--- config.mk ---
export PLATFORM = sky130hd
export DESIGN_NAME = char_tokenizer_with_binary_eval_core
export DESIGN_NICKNAME = d
export VERILOG_FILES = /design/src/hw/rtl/cte_pkg.sv /design/src/hw/rtl/cte_div.sv /design/src/hw/rtl/cte_dp.sv /design/src/hw/rtl/cte_ctrl.sv /design/src/hw/rtl/char_tokenizer_with_binary_eval_core.sv
export SDC_FILE = /design/constraint.sdc
export NUM_CORES = 2
export LEC_CHECK = 0
export BUFFER_PORTS_ARGS = -buffer_cell sky130_fd_sc_hd__buf_2
export CAP_MARGIN = 20
export CORE_MARGIN = 10
export CORE_UTILIZATION = 35
export DETAILED_ROUTE_END_ITERATION = 6
export SLEW_MARGIN = 0
export SYNTH_ARGS = -nofsm -noshare
export SYNTH_HDL_FRONTEND = slang
export SYNTH_HIERARCHICAL = 1
export SYNTH_SLANG_ARGS = --single-unit
--- constraint.sdc ---
create_clock -name clk -period 12.9 [get_ports clk]
set_clock_uncertainty 0.05 [all_clocks]
set_input_delay 0 -clock clk [delete_from_list [all_inputs] [get_ports clk]]
set_output_delay 0 -clock clk [all_outputs]
set_load 0.1 [all_outputs]
--- src/hw/rtl/cte_pkg.sv ---
`timescale 1ns / 1ps
// ----------------------------------------------------------------------------
// cte_pkg
// shared types, codes and widths of the character tokenizer and evaluator
// ----------------------------------------------------------------------------
package cte_pkg;

  localparam int CHAR_W     = 8;
  localparam int NUM_W      = 32;
  localparam int TEXT_BYTES = 8;
  localparam int TEXT_W     = TEXT_BYTES * CHAR_W;
  localparam int LEN_W      = 4;
  localparam int KIND_W     = 3;
  localparam int MAX_TEXT   = 8;
  localparam int OUT_FIELDS_W = NUM_W + TEXT_W + LEN_W + NUM_W + 1;
  localparam int OUT_DATA_W   = ((OUT_FIELDS_W + 7) / 8) * 8;
  localparam int OUT_PAD_W    = OUT_DATA_W - OUT_FIELDS_W;

  // character codes
  localparam logic [CHAR_W-1:0] CH_ZERO  = 8'h30;
  localparam logic [CHAR_W-1:0] CH_NINE  = 8'h39;
  localparam logic [CHAR_W-1:0] CH_LO_A  = 8'h61;
  localparam logic [CHAR_W-1:0] CH_LO_Z  = 8'h7a;
  localparam logic [CHAR_W-1:0] CH_UP_A  = 8'h41;
  localparam logic [CHAR_W-1:0] CH_UP_Z  = 8'h5a;
  localparam logic [CHAR_W-1:0] CH_PLUS  = 8'h2b;
  localparam logic [CHAR_W-1:0] CH_MINUS = 8'h2d;
  localparam logic [CHAR_W-1:0] CH_STAR  = 8'h2a;
  localparam logic [CHAR_W-1:0] CH_SLASH = 8'h2f;

  // answer when no operator expression was found
  localparam logic [NUM_W-1:0] NO_EXPR_ANSWER = 32'd999;

  typedef enum logic [KIND_W-1:0] {
    KIND_NUMBER = 3'd0,
    KIND_SYMBOL = 3'd1,
    KIND_TEXT   = 3'd2,
    KIND_PLUS   = 3'd3,
    KIND_MINUS  = 3'd4,
    KIND_MUL    = 3'd5,
    KIND_DIV    = 3'd6,
    KIND_ANSWER = 3'd7
  } kind_t;

  typedef enum logic [1:0] {
    MODE_IDLE = 2'd0,
    MODE_NUM  = 2'd1,
    MODE_TEXT = 2'd2
  } mode_t;

  // controller to datapath
  typedef struct packed {
    logic load;       // capture the input transaction
    logic emit_run;   // send the open run token and close the run
    logic emit_char;  // send the operator or symbol token
    logic absorb;     // add the character to its run
    logic eval;       // compute the answer, start the divider if needed
    logic div_take;   // take the signed quotient
    logic emit_ans;   // send the answer and clear the expression state
  } cte_cmd_t;

  // datapath to controller
  typedef struct packed {
    logic close_needed; // a run is open and the character does not extend it
    logic char_token;   // the character is an operator or symbol
    logic end_seen;     // the character was the last of the expression
    logic run_open;
    logic need_div;
    logic div_busy;
    logic out_free;     // output register can take a result this cycle
  } cte_stat_t;

endpackage

--- src/hw/rtl/cte_div.sv ---
`timescale 1ns / 1ps
// ----------------------------------------------------------------------------
// cte_div
// unsigned restoring divider, one quotient bit per cycle
// ----------------------------------------------------------------------------
module cte_div
  import cte_pkg::*;
(
  input  logic             clk,
  input  logic             rst_n,
  input  logic             start,
  input  logic [NUM_W-1:0] dividend,
  input  logic [NUM_W-1:0] divisor,
  output logic             busy,
  output logic [NUM_W-1:0] quotient
);

  localparam int CNT_W = $clog2(NUM_W);

  logic             busy_r;
  logic [CNT_W-1:0] cnt_r;
  logic [NUM_W-1:0] q_r;
  logic [NUM_W-1:0] rem_r;
  logic [NUM_W-1:0] d_r;

  logic [NUM_W:0]   rem_sh;
  logic [NUM_W:0]   diff;
  logic             q_bit;

  assign rem_sh = {rem_r, q_r[NUM_W-1]};
  assign diff   = rem_sh - {1'b0, d_r};
  assign q_bit  = ~diff[NUM_W];

  always_ff @(posedge clk) begin
    if (!rst_n) begin
      busy_r <= 1'b0;
      cnt_r  <= '0;
    end else if (start) begin
      busy_r <= 1'b1;
      cnt_r  <= '0;
    end else if (busy_r) begin
      cnt_r <= cnt_r + 1'b1;
      if (cnt_r == CNT_W'(NUM_W - 1)) begin
        busy_r <= 1'b0;
      end
    end
  end

  always_ff @(posedge clk) begin
    if (start) begin
      q_r   <= dividend;
      rem_r <= '0;
      d_r   <= divisor;
    end else if (busy_r) begin
      q_r   <= {q_r[NUM_W-2:0], q_bit};
      rem_r <= q_bit ? diff[NUM_W-1:0] : rem_sh[NUM_W-1:0];
    end
  end

  assign busy     = busy_r;
  assign quotient = q_r;

endmodule

--- src/hw/rtl/cte_dp.sv ---
`timescale 1ns / 1ps
// ----------------------------------------------------------------------------
// cte_dp
// run state, token bookkeeping, evaluator and output register
// ----------------------------------------------------------------------------
module cte_dp
  import cte_pkg::*;
(
  input  logic                  clk,
  input  logic                  rst_n,
  input  cte_cmd_t              cmd,
  output cte_stat_t             stat,
  input  logic [CHAR_W-1:0]     in_char,
  input  logic                  in_end,
  output logic                  out_valid,
  input  logic                  out_ready,
  output logic [KIND_W-1:0]     out_kind,
  output logic [NUM_W-1:0]      out_num,
  output logic [TEXT_W-1:0]     out_text,
  output logic [LEN_W-1:0]      out_len,
  output logic [NUM_W-1:0]      out_answer,
  output logic                  out_err,
  output logic                  out_last
);

  // captured input
  logic [CHAR_W-1:0] char_r;
  logic              end_r;

  // run and expression state
  mode_t             mode_r;
  logic [NUM_W-1:0]  accum_r;
  logic [TEXT_W-1:0] buf_r;
  logic [LEN_W-1:0]  cnt_r;
  logic              ovf_r;
  logic [1:0]        tokens_r;
  logic [NUM_W-1:0]  left_r;
  kind_t             op_r;
  logic [NUM_W-1:0]  right_r;

  // answer
  logic [NUM_W-1:0]  ans_r;
  logic              err_r;
  logic              div_neg_r;

  // output register
  logic              out_valid_r;
  logic [KIND_W-1:0] o_kind_r;
  logic [NUM_W-1:0]  o_num_r;
  logic [TEXT_W-1:0] o_text_r;
  logic [LEN_W-1:0]  o_len_r;
  logic [NUM_W-1:0]  o_ans_r;
  logic              o_err_r;
  logic              o_last_r;

  mode_t             cls;
  kind_t             char_kind;
  logic              out_free;
  logic              tok_load;
  logic              tok_count;
  kind_t             tok_kind;
  logic [NUM_W-1:0]  tok_num;
  logic [TEXT_W-1:0] tok_text;
  logic [LEN_W-1:0]  tok_len;
  logic [NUM_W-1:0]  tok_ans;
  logic              tok_err;
  logic              tok_last;

  logic [NUM_W-1:0]  accum_base;
  logic [NUM_W-1:0]  digit;
  logic [TEXT_W-1:0] buf_base;
  logic [LEN_W-1:0]  cnt_base;
  logic [TEXT_W-1:0] buf_nxt;

  logic              left_neg;
  logic              right_neg;
  logic [NUM_W-1:0]  left_mag;
  logic [NUM_W-1:0]  right_mag;
  logic              expr_full;
  logic              div_start;
  logic [NUM_W-1:0]  quot;
  logic              div_busy;

  // character class and token kind
  always_comb begin
    if (char_r >= CH_ZERO && char_r <= CH_NINE) begin
      cls = MODE_NUM;
    end else if ((char_r >= CH_LO_A && char_r <= CH_LO_Z) ||
                 (char_r >= CH_UP_A && char_r <= CH_UP_Z)) begin
      cls = MODE_TEXT;
    end else begin
      cls = MODE_IDLE;
    end
    priority if (char_r == CH_PLUS)  char_kind = KIND_PLUS;
    else if (char_r == CH_MINUS)     char_kind = KIND_MINUS;
    else if (char_r == CH_STAR)      char_kind = KIND_MUL;
    else if (char_r == CH_SLASH)     char_kind = KIND_DIV;
    else                             char_kind = KIND_SYMBOL;
  end

  assign out_free  = ~out_valid_r | out_ready;
  assign expr_full = (tokens_r == 2'd3);

  assign stat.close_needed = (mode_r != MODE_IDLE) && (mode_r != cls);
  assign stat.char_token   = (cls == MODE_IDLE);
  assign stat.end_seen     = end_r;
  assign stat.run_open     = (mode_r != MODE_IDLE);
  assign stat.need_div     = expr_full && (op_r == KIND_DIV) && (right_r != '0);
  assign stat.div_busy     = div_busy;
  assign stat.out_free     = out_free;

  // result selection
  assign tok_load  = cmd.emit_run | cmd.emit_char | cmd.emit_ans;
  assign tok_count = cmd.emit_run | cmd.emit_char;

  always_comb begin
    tok_kind = KIND_SYMBOL;
    tok_num  = '0;
    tok_text = '0;
    tok_len  = '0;
    tok_ans  = '0;
    tok_err  = 1'b0;
    tok_last = 1'b0;
    if (cmd.emit_ans) begin
      tok_kind = KIND_ANSWER;
      tok_ans  = ans_r;
      tok_err  = err_r;
      tok_last = 1'b1;
    end else if (cmd.emit_run) begin
      if (mode_r == MODE_NUM) begin
        tok_kind = KIND_NUMBER;
        tok_num  = accum_r;
      end else begin
        tok_kind = KIND_TEXT;
        tok_text = buf_r;
        tok_len  = cnt_r;
        tok_err  = ovf_r;
      end
    end else begin
      tok_kind = char_kind;
      tok_text = {{(TEXT_W-CHAR_W){1'b0}}, char_r};
      tok_len  = LEN_W'(1);
    end
  end

  // run accumulation
  assign accum_base = (mode_r == MODE_NUM) ? accum_r : '0;
  assign digit      = NUM_W'(char_r - CH_ZERO);
  assign buf_base   = (mode_r == MODE_TEXT) ? buf_r : '0;
  assign cnt_base   = (mode_r == MODE_TEXT) ? cnt_r : '0;

  always_comb begin
    buf_nxt = buf_base;
    for (int i = 0; i < TEXT_BYTES; i++) begin
      if (cnt_base == LEN_W'(i)) begin
        buf_nxt[i*CHAR_W +: CHAR_W] = char_r;
      end
    end
  end

  // operand magnitudes for the divider
  assign left_neg  = left_r[NUM_W-1];
  assign right_neg = right_r[NUM_W-1];
  assign left_mag  = left_neg  ? (NUM_W'(0) - left_r)  : left_r;
  assign right_mag = right_neg ? (NUM_W'(0) - right_r) : right_r;
  assign div_start = cmd.eval & stat.need_div;

  cte_div u_div (
    .clk      (clk),
    .rst_n    (rst_n),
    .start    (div_start),
    .dividend (left_mag),
    .divisor  (right_mag),
    .busy     (div_busy),
    .quotient (quot)
  );

  // control state
  always_ff @(posedge clk) begin
    if (!rst_n) begin
      mode_r      <= MODE_IDLE;
      tokens_r    <= '0;
      out_valid_r <= 1'b0;
    end else begin
      if (tok_load) begin
        out_valid_r <= 1'b1;
      end else if (out_ready) begin
        out_valid_r <= 1'b0;
      end
      if (tok_count && tokens_r != 2'd3) begin
        tokens_r <= tokens_r + 2'd1;
      end
      if (cmd.emit_run) begin
        mode_r <= MODE_IDLE;
      end
      if (cmd.absorb) begin
        mode_r <= cls;
      end
      if (cmd.emit_ans) begin
        mode_r   <= MODE_IDLE;
        tokens_r <= '0;
      end
    end
  end

  // payload
  always_ff @(posedge clk) begin
    if (cmd.load) begin
      char_r <= in_char;
      end_r  <= in_end;
    end
    if (cmd.absorb) begin
      unique case (cls)
        MODE_NUM: begin
          accum_r <= (accum_base << 3) + (accum_base << 1) + digit;
        end
        MODE_TEXT: begin
          if (cnt_base < LEN_W'(MAX_TEXT)) begin
            buf_r <= buf_nxt;
            cnt_r <= cnt_base + LEN_W'(1);
            ovf_r <= (mode_r == MODE_TEXT) ? ovf_r : 1'b0;
          end else begin
            buf_r <= buf_base;
            cnt_r <= cnt_base;
            ovf_r <= 1'b1;
          end
        end
        default: begin
        end
      endcase
    end
    if (tok_count) begin
      unique case (tokens_r)
        2'd0:    left_r  <= tok_num;
        2'd1:    op_r    <= tok_kind;
        2'd2:    right_r <= tok_num;
        default: begin
        end
      endcase
    end
    if (cmd.eval) begin
      ans_r     <= NO_EXPR_ANSWER;
      err_r     <= 1'b0;
      div_neg_r <= left_neg ^ right_neg;
      if (expr_full) begin
        unique case (op_r)
          KIND_PLUS:  ans_r <= left_r + right_r;
          KIND_MINUS: ans_r <= left_r - right_r;
          KIND_MUL:   ans_r <= NUM_W'(left_r * right_r);
          KIND_DIV: begin
            ans_r <= '0;
            err_r <= (right_r == '0);
          end
          default:    ans_r <= NO_EXPR_ANSWER;
        endcase
      end
    end
    if (cmd.div_take) begin
      ans_r <= div_neg_r ? (NUM_W'(0) - quot) : quot;
    end
    if (tok_load) begin
      o_kind_r <= tok_kind;
      o_num_r  <= tok_num;
      o_text_r <= tok_text;
      o_len_r  <= tok_len;
      o_ans_r  <= tok_ans;
      o_err_r  <= tok_err;
      o_last_r <= tok_last;
    end
  end

  assign out_valid  = out_valid_r;
  assign out_kind   = o_kind_r;
  assign out_num    = o_num_r;
  assign out_text   = o_text_r;
  assign out_len    = o_len_r;
  assign out_answer = o_ans_r;
  assign out_err    = o_err_r;
  assign out_last   = o_last_r;

endmodule

--- src/hw/rtl/cte_ctrl.sv ---
`timescale 1ns / 1ps
// ----------------------------------------------------------------------------
// cte_ctrl
// sequencer for one character: close run, token, end handling, answer
// ----------------------------------------------------------------------------
module cte_ctrl
  import cte_pkg::*;
(
  input  logic      clk,
  input  logic      rst_n,
  input  logic      in_valid,
  output logic      in_ready,
  input  cte_stat_t stat,
  output cte_cmd_t  cmd
);

  typedef enum logic [2:0] {
    S_IDLE,
    S_CLOSE,
    S_BODY,
    S_END_CLOSE,
    S_EVAL,
    S_DIV,
    S_ANS
  } state_t;

  state_t state_r;
  state_t state_nxt;

  always_comb begin
    state_nxt = state_r;
    cmd       = '0;
    in_ready  = 1'b0;
    unique case (state_r)
      S_IDLE: begin
        in_ready = 1'b1;
        if (in_valid) begin
          cmd.load  = 1'b1;
          state_nxt = S_CLOSE;
        end
      end
      S_CLOSE: begin
        if (!stat.close_needed) begin
          state_nxt = S_BODY;
        end else if (stat.out_free) begin
          cmd.emit_run = 1'b1;
          state_nxt    = S_BODY;
        end
      end
      S_BODY: begin
        if (!stat.char_token) begin
          cmd.absorb = 1'b1;
          state_nxt  = stat.end_seen ? S_END_CLOSE : S_IDLE;
        end else if (stat.out_free) begin
          cmd.emit_char = 1'b1;
          state_nxt     = stat.end_seen ? S_END_CLOSE : S_IDLE;
        end
      end
      S_END_CLOSE: begin
        if (!stat.run_open) begin
          state_nxt = S_EVAL;
        end else if (stat.out_free) begin
          cmd.emit_run = 1'b1;
          state_nxt    = S_EVAL;
        end
      end
      S_EVAL: begin
        cmd.eval  = 1'b1;
        state_nxt = stat.need_div ? S_DIV : S_ANS;
      end
      S_DIV: begin
        if (!stat.div_busy) begin
          cmd.div_take = 1'b1;
          state_nxt    = S_ANS;
        end
      end
      S_ANS: begin
        if (stat.out_free) begin
          cmd.emit_ans = 1'b1;
          state_nxt    = S_IDLE;
        end
      end
      default: begin
        state_nxt = S_IDLE;
      end
    endcase
  end

  always_ff @(posedge clk) begin
    if (!rst_n) begin
      state_r <= S_IDLE;
    end else begin
      state_r <= state_nxt;
    end
  end

endmodule

--- src/hw/rtl/char_tokenizer_with_binary_eval_core.sv ---
`timescale 1ns / 1ps
// ----------------------------------------------------------------------------
// char_tokenizer_with_binary_eval_core
// character tokenizer with a one-operator expression evaluator
//
//   channel | dir | tdata                   | tuser | tlast
//   --------+-----+-------------------------+-------+-------------
//   in_     | in  | char_code               | -     | end_of_text
//   out_    | out | num..error_flag (136 b) | kind  | last_out
//
// a character passes the sequencer states take, close run and body in turn;
// the tokens it sends go into the output register in those states
// the last character of an expression then passes the states that close the
// open run, evaluate and send the answer, with a wait for the divider when
// the answer is a division (one quotient bit per cycle in the divider)
// rst_n is synchronous and active low; it drops any result held and any run
// a result waits in the output register while the next character is taken;
// apart from the divider wait, the sequencer only stalls when a second result would overwrite it
// ----------------------------------------------------------------------------
module char_tokenizer_with_binary_eval_core
  import cte_pkg::*;
(
  input  logic                  clk,
  input  logic                  rst_n,

  // input characters
  input  logic                  in_tvalid,
  output logic                  in_tready,
  input  logic [7:0]            in_tdata,   // [7:0] char_code
  input  logic                  in_tlast,   // end_of_text

  // tokens and answer
  output logic                  out_tvalid,
  input  logic                  out_tready,
  // [31:0] num_value, [95:32] text_chars, [99:96] text_len,
  // [131:100] answer, [132] error_flag, [135:133] zero
  output logic [OUT_DATA_W-1:0] out_tdata,
  output logic [KIND_W-1:0]     out_tuser,  // [2:0] kind
  output logic                  out_tlast   // last_out
);

  // command and status between sequencer and datapath
  cte_cmd_t  cmd;
  cte_stat_t stat;

  // result fields from the output register
  logic [KIND_W-1:0] res_kind;
  logic [NUM_W-1:0]  res_num;
  logic [TEXT_W-1:0] res_text;
  logic [LEN_W-1:0]  res_len;
  logic [NUM_W-1:0]  res_answer;
  logic              res_err;

  cte_ctrl u_ctrl (
    .clk      (clk),
    .rst_n    (rst_n),
    .in_valid (in_tvalid),
    .in_ready (in_tready),
    .stat     (stat),
    .cmd      (cmd)
  );

  cte_dp u_dp (
    .clk        (clk),
    .rst_n      (rst_n),
    .cmd        (cmd),
    .stat       (stat),
    .in_char    (in_tdata),
    .in_end     (in_tlast),
    .out_valid  (out_tvalid),
    .out_ready  (out_tready),
    .out_kind   (res_kind),
    .out_num    (res_num),
    .out_text   (res_text),
    .out_len    (res_len),
    .out_answer (res_answer),
    .out_err    (res_err),
    .out_last   (out_tlast)
  );

  // pack the result fields, first field in the low bits
  assign out_tdata = {{OUT_PAD_W{1'b0}}, res_err, res_answer, res_len, res_text, res_num};
  assign out_tuser = res_kind;

endmodule
==> flow_summary.json <==
{
  "worst_path_dominant_cell_family": "adder cells",
  "max_slew.worst_pin.slew_ns": 1.10,
  "utilization_pct": 38.8,
  "hold-path-endpoint": "u_dp/char_r[5]$_DFFE_PP_",
  "wire_length_of_the_first_global_routing_pass_mm": 183,
  "antenna_violations_before_repair": 2,
  "setup_tns_final_ns": 0,
  "hpwl_mm": 84.3,
  "worst_hold_check_path_type": "in -> reg",
  "cts_root_buffer": "sky130_fd_sc_hd__clkbuf_16",
  "slew_limit_headroom_pct": 26.4,
  "critical_path_data_arrival_time_ns": 8.29,
  "ctsHtreeMaxLevel": 2,
  "reg2reg_slack_ns": 4.94,
  "ys_seq_area_share_pct": 31.9,
  "outcome": "finished, final reports clean",
  "timing_hold_violations_final": 0,
  "detail_route.iter0.violations": 2108,
  "postSynthCellCount": 4169,
  "hold_depth": 2,
  "cts_tree": "yes",
  "finalSetupViolations": 0,
  "post_synth_num_cell_types": 83,
  "initial_core_util_pct": 35.3,
  "cp_data_required_time_ns": 13.23,
  "synth.ff_latch_count": 458,
  "worst_setup_hold_path_clk_slew_ns": 0.07,
  "synth_top_area_cell": "sky130_fd_sc_hd__edfxtp_1",
  "synth_warnings": 6,
  "drv.max_cap_violation_count": 0,
  "rr_worst_depth": 24,
  "pin_count": 155,
  "r2r-end": "u_dp/ans_r[31]$_DFFE_PP_",
  "final_layout_size_suffix_gt1_share_pct": 8.51,
  "worst_skew_pair.late_latency_ns": 0.65,
  "drcViolationCount": 0,
  "timing.critical_path.cells": "and2_1, fa_1, inv_1, fa_1, fa_1, fa_1, inv_1, fa_1, inv_1, fa_1, inv_1, fa_1, fa_1, ha_1, and4_1, nor2b_1, nor2_1, nand2_1, nor2_1, o21ai_0, o41ai_1, o21ai_0, xnor2_1, o221ai_1",
  "ys_top_cells_by_area": "sky130_fd_sc_hd__edfxtp_1 (30%), sky130_fd_sc_hd__fa_1 (21%), sky130_fd_sc_hd__ha_1 (7.1%)",
  "detail_route.first_pass.iterations": 7,
  "cp_slowest_cell": "sky130_fd_sc_hd__edfxtp_1",
  "globalplace.congestion": 0.915,
  "critical_path.reg2reg.startpoint": "u_dp/left_r[14]$_DFFE_PP_",
  "final.fill_count": 11575,
  "tritoncts.num_buffers": 50,
  "total_wirelength_of_the_detailed_routed_design_mm": 117,
  "synth_top_flop_cell": "sky130_fd_sc_hd__edfxtp_1",
  "clock-sinks": 458,
  "cp_num_buf_inv": 4,
  "grt_start_max_net_pins": 87,
  "worst_path_class_setup": "reg -> reg",
  "synth.cell_area_um2": 41600,
  "post_synth.cell_area_avg_um2": 9.98,
  "async_reset_ff_share_pct": 0,
  "layout_area_overhead_pct": 9.96,
  "antenna_violating_nets_post_route": 0,
  "proportion_of_netlist_area_held_by_the_largest_area_contributor_pct": 29.7,
  "vias": 30280,
  "buffer_ports.inserted": 151,
  "synth_edf_count": 412,
  "crit_path_max_incr_delay_ns": 0.97,
  "path_common_cell": "sky130_fd_sc_hd__fa_1",
  "report.final.slew_viol_count": 0,
  "portion_of_the_clock_cycle_consumed_by_the_worst_path_in_the_final_layout_pct": 61.7,
  "die-area_um2": 133000,
  "vias_per_cell": 5.24,
  "grt.overflow.total": 0,
  "die_width_um": 365,
  "min_period_ns": 7.96,
  "finish.net_count": 4892,
  "max_freq_ghz": 0.126,
  "rsz0062_at_grt": "false",
  "hold_start": "in_tdata[5]",
  "area_taken_by_multi_input_logic_gates_um2": 25600,
  "crit_path_max_fanout": 21,
  "clockBufferDepth": 3,
  "seqCellArea_um2": 13300,
  "design.core.area_um2": 118000,
  "wire_per_inst_um": 20.2,
  "endpoint_kind": "flip-flop",
  "timing.critical_path.from_type": "flip-flop",
  "cts_setup_buffers": 0,
  "grt_use_total_pct": 17.5,
  "dieHeight_um": 365,
  "grt_pass1_vias": 31427,
  "num_rows": 126
}
[metal layers]
layer / vias to the layer above / GRT usage (%) / share of wire [%]
li1: 13849 / - / -
met1: 15231 / 22.4 / 41
met2: 951 / 29.6 / 49
met3: 249 / 2.93 / 6.2
met4: 0 / 6.43 / 3.9
met5: - / 0 / 0
[flip-flops by register name (all words and copies together), names as in the netlist, 2 cells and up]
name,count
u_dp/out_answer,32
u_dp/out_len,4
u_dp/u_div/quotient,32
u_dp/u_div/d_r,32
u_dp/out_num,32
u_dp/right_r,32
u_dp/buf_r,64
u_dp/ans_r,32
u_dp/u_div/rem_r,32
u_ctrl/state_r,3
u_dp/mode_r,2
u_dp/op_r,3
u_dp/out_text,64
u_dp/cnt_r,4
u_dp/accum_r,32
u_dp/char_r,8
u_dp/u_div/cnt_r,5
u_dp/left_r,32
u_dp/tokens_r,2
u_dp/out_kind,3
[logic make-up after synthesis]
group	synth area share (%)
AND/OR/NAND/NOR	17.5
buffers and inverters	6.58
adder cells (fa/ha/maj)	28.2
AO/OA/AOI/OAI	8.65
flip-flops	31.9
XOR/XNOR	6.06
multiplexers	1.08
other	0.00901
[synth_stat cells (84+ instances only)]
| master | n |
|---|---|
| sky130_fd_sc_hd__nand2_1 | 522 |
| sky130_fd_sc_hd__a21oi_1 | 158 |
| sky130_fd_sc_hd__nand3_1 | 106 |
| sky130_fd_sc_hd__xor2_1 | 84 |
| sky130_fd_sc_hd__nor2_1 | 143 |
| sky130_fd_sc_hd__o21ai_0 | 120 |
| sky130_fd_sc_hd__and3_1 | 117 |
| sky130_fd_sc_hd__xnor2_1 | 204 |
| sky130_fd_sc_hd__and2_1 | 348 |
| sky130_fd_sc_hd__inv_1 | 472 |
| sky130_fd_sc_hd__fa_1 | 439 |
| sky130_fd_sc_hd__edfxtp_1 | 412 |
| sky130_fd_sc_hd__ha_1 | 236 |
| sky130_fd_sc_hd__clkbuf_1 | 223 |
[per-stage QoR]
stage / setup WS, ns / instances / area (um^2) / hold slack (ns)
floorplan: 5.63 / 4171 / 41600 / 0.0489
global placement: 4.91 / 5666 / 43800 / 0.129
detailed placement: 4.85 / 5667 / 43800 / 0.128
CTS: 4.81 / 5777 / 45700 / 0.00894
global route: 4.52 / 5779 / 45800 / 0.0374
finish: 4.94 / 5780 / 45800 / 0.0511
[layout by cell type (no fill, tap or decap), types with 15 or more instances in the layout]
cell / Yosys / final
sky130_fd_sc_hd__clkbuf_16: 0 / 50
sky130_fd_sc_hd__xor2_1: 84 / 84
sky130_fd_sc_hd__a21oi_1: 158 / 158
sky130_fd_sc_hd__nand3_1: 106 / 106
sky130_fd_sc_hd__inv_1: 472 / 471
sky130_fd_sc_hd__fa_1: 439 / 439
sky130_fd_sc_hd__and2_1: 348 / 346
sky130_fd_sc_hd__nor2b_1: 25 / 22
sky130_fd_sc_hd__nand2_1: 522 / 521
sky130_fd_sc_hd__o21ai_0: 120 / 119
sky130_fd_sc_hd__nor2_1: 143 / 140
sky130_fd_sc_hd__mux2_2: 32 / 32
sky130_fd_sc_hd__a22oi_1: 18 / 18
sky130_fd_sc_hd__buf_4: 7 / 53
sky130_fd_sc_hd__nand4_1: 15 / 15
sky130_fd_sc_hd__or3_1: 24 / 24
sky130_fd_sc_hd__nor3_1: 34 / 34
sky130_fd_sc_hd__o31ai_1: 31 / 31
sky130_fd_sc_hd__buf_2: 4 / 151
sky130_fd_sc_hd__a21o_1: 48 / 48
sky130_fd_sc_hd__and3_1: 117 / 117
sky130_fd_sc_hd__a211oi_1: 15 / 15
sky130_fd_sc_hd__edfxtp_1: 412 / 412
sky130_fd_sc_hd__a311oi_1: 28 / 28
sky130_fd_sc_hd__xnor2_1: 204 / 204
sky130_fd_sc_hd__o21a_1: 16 / 16
sky130_fd_sc_hd__ha_1: 236 / 236
sky130_fd_sc_hd__dlygate4sd3_1: 0 / 19
sky130_fd_sc_hd__nand2b_1: 46 / 46
sky130_fd_sc_hd__dfxtp_1: 46 / 45
[repair_timing]
item / CTS / global route
hold buffers: 19 / 0
gates resized for setup: 0 / 0
endpoints found under the hold margin: 23 / 0
[worst max-delay path by stage]
| stage | to | depth (start not counted) | slack, ns | startpoint |
|---|---|---|---|---|
| 6_report | u_dp/ans_r[31]$_DFFE_PP_ | 24 | 4.94 | u_dp/left_r[14]$_DFFE_PP_ |
| 5_1_grt | u_dp/ans_r[31]$_DFFE_PP_ | 24 | 4.52 | u_dp/left_r[14]$_DFFE_PP_ |
| 4_1_cts | u_dp/ans_r[31]$_DFFE_PP_ | 24 | 4.81 | u_dp/right_r[6]$_DFFE_PP_ |
| 3_5_place_dp | u_dp/ans_r[31]$_DFFE_PP_ | 24 | 4.85 | u_dp/right_r[6]$_DFFE_PP_ |
| 3_3_place_gp | u_dp/ans_r[31]$_DFFE_PP_ | 24 | 4.91 | u_dp/right_r[6]$_DFFE_PP_ |
| 2_1_floorplan | u_dp/ans_r[31]$_DFFE_PP_ | 26 | 5.63 | u_dp/right_r[5]$_DFFE_PP_ |
[worst register-to-register path, delay by kind of cell (launching register included)]
| kind | cells | cell delay (ns) |
|---|---|---|
| fa+ha+maj | 9 | 4.22 |
| xor+xnor | 1 | 0.17 |
| simple gates | 6 | 1.01 |
| compound gates | 4 | 1.03 |
| buf+inv | 4 | 0.24 |
| flops | 1 | 0.97 |
[cell type report]
type / instances / area share (%)
Sequential cell: 458 / 29.0
Clock inverter: 34 / 0.954
Inverter: 472 / 3.88
Multi-Input combinational cell: 2996 / 56.0
Antenna cell: 1 / 0.00547
Timing Repair Buffer: 226 / 3.07
Clock buffer: 57 / 2.81
Tap cell: 1536 / 4.20
Power is left out: the tool's default activity adds up to more than one toggle a clock period on the data nets, which glitch-free logic cannot reach.
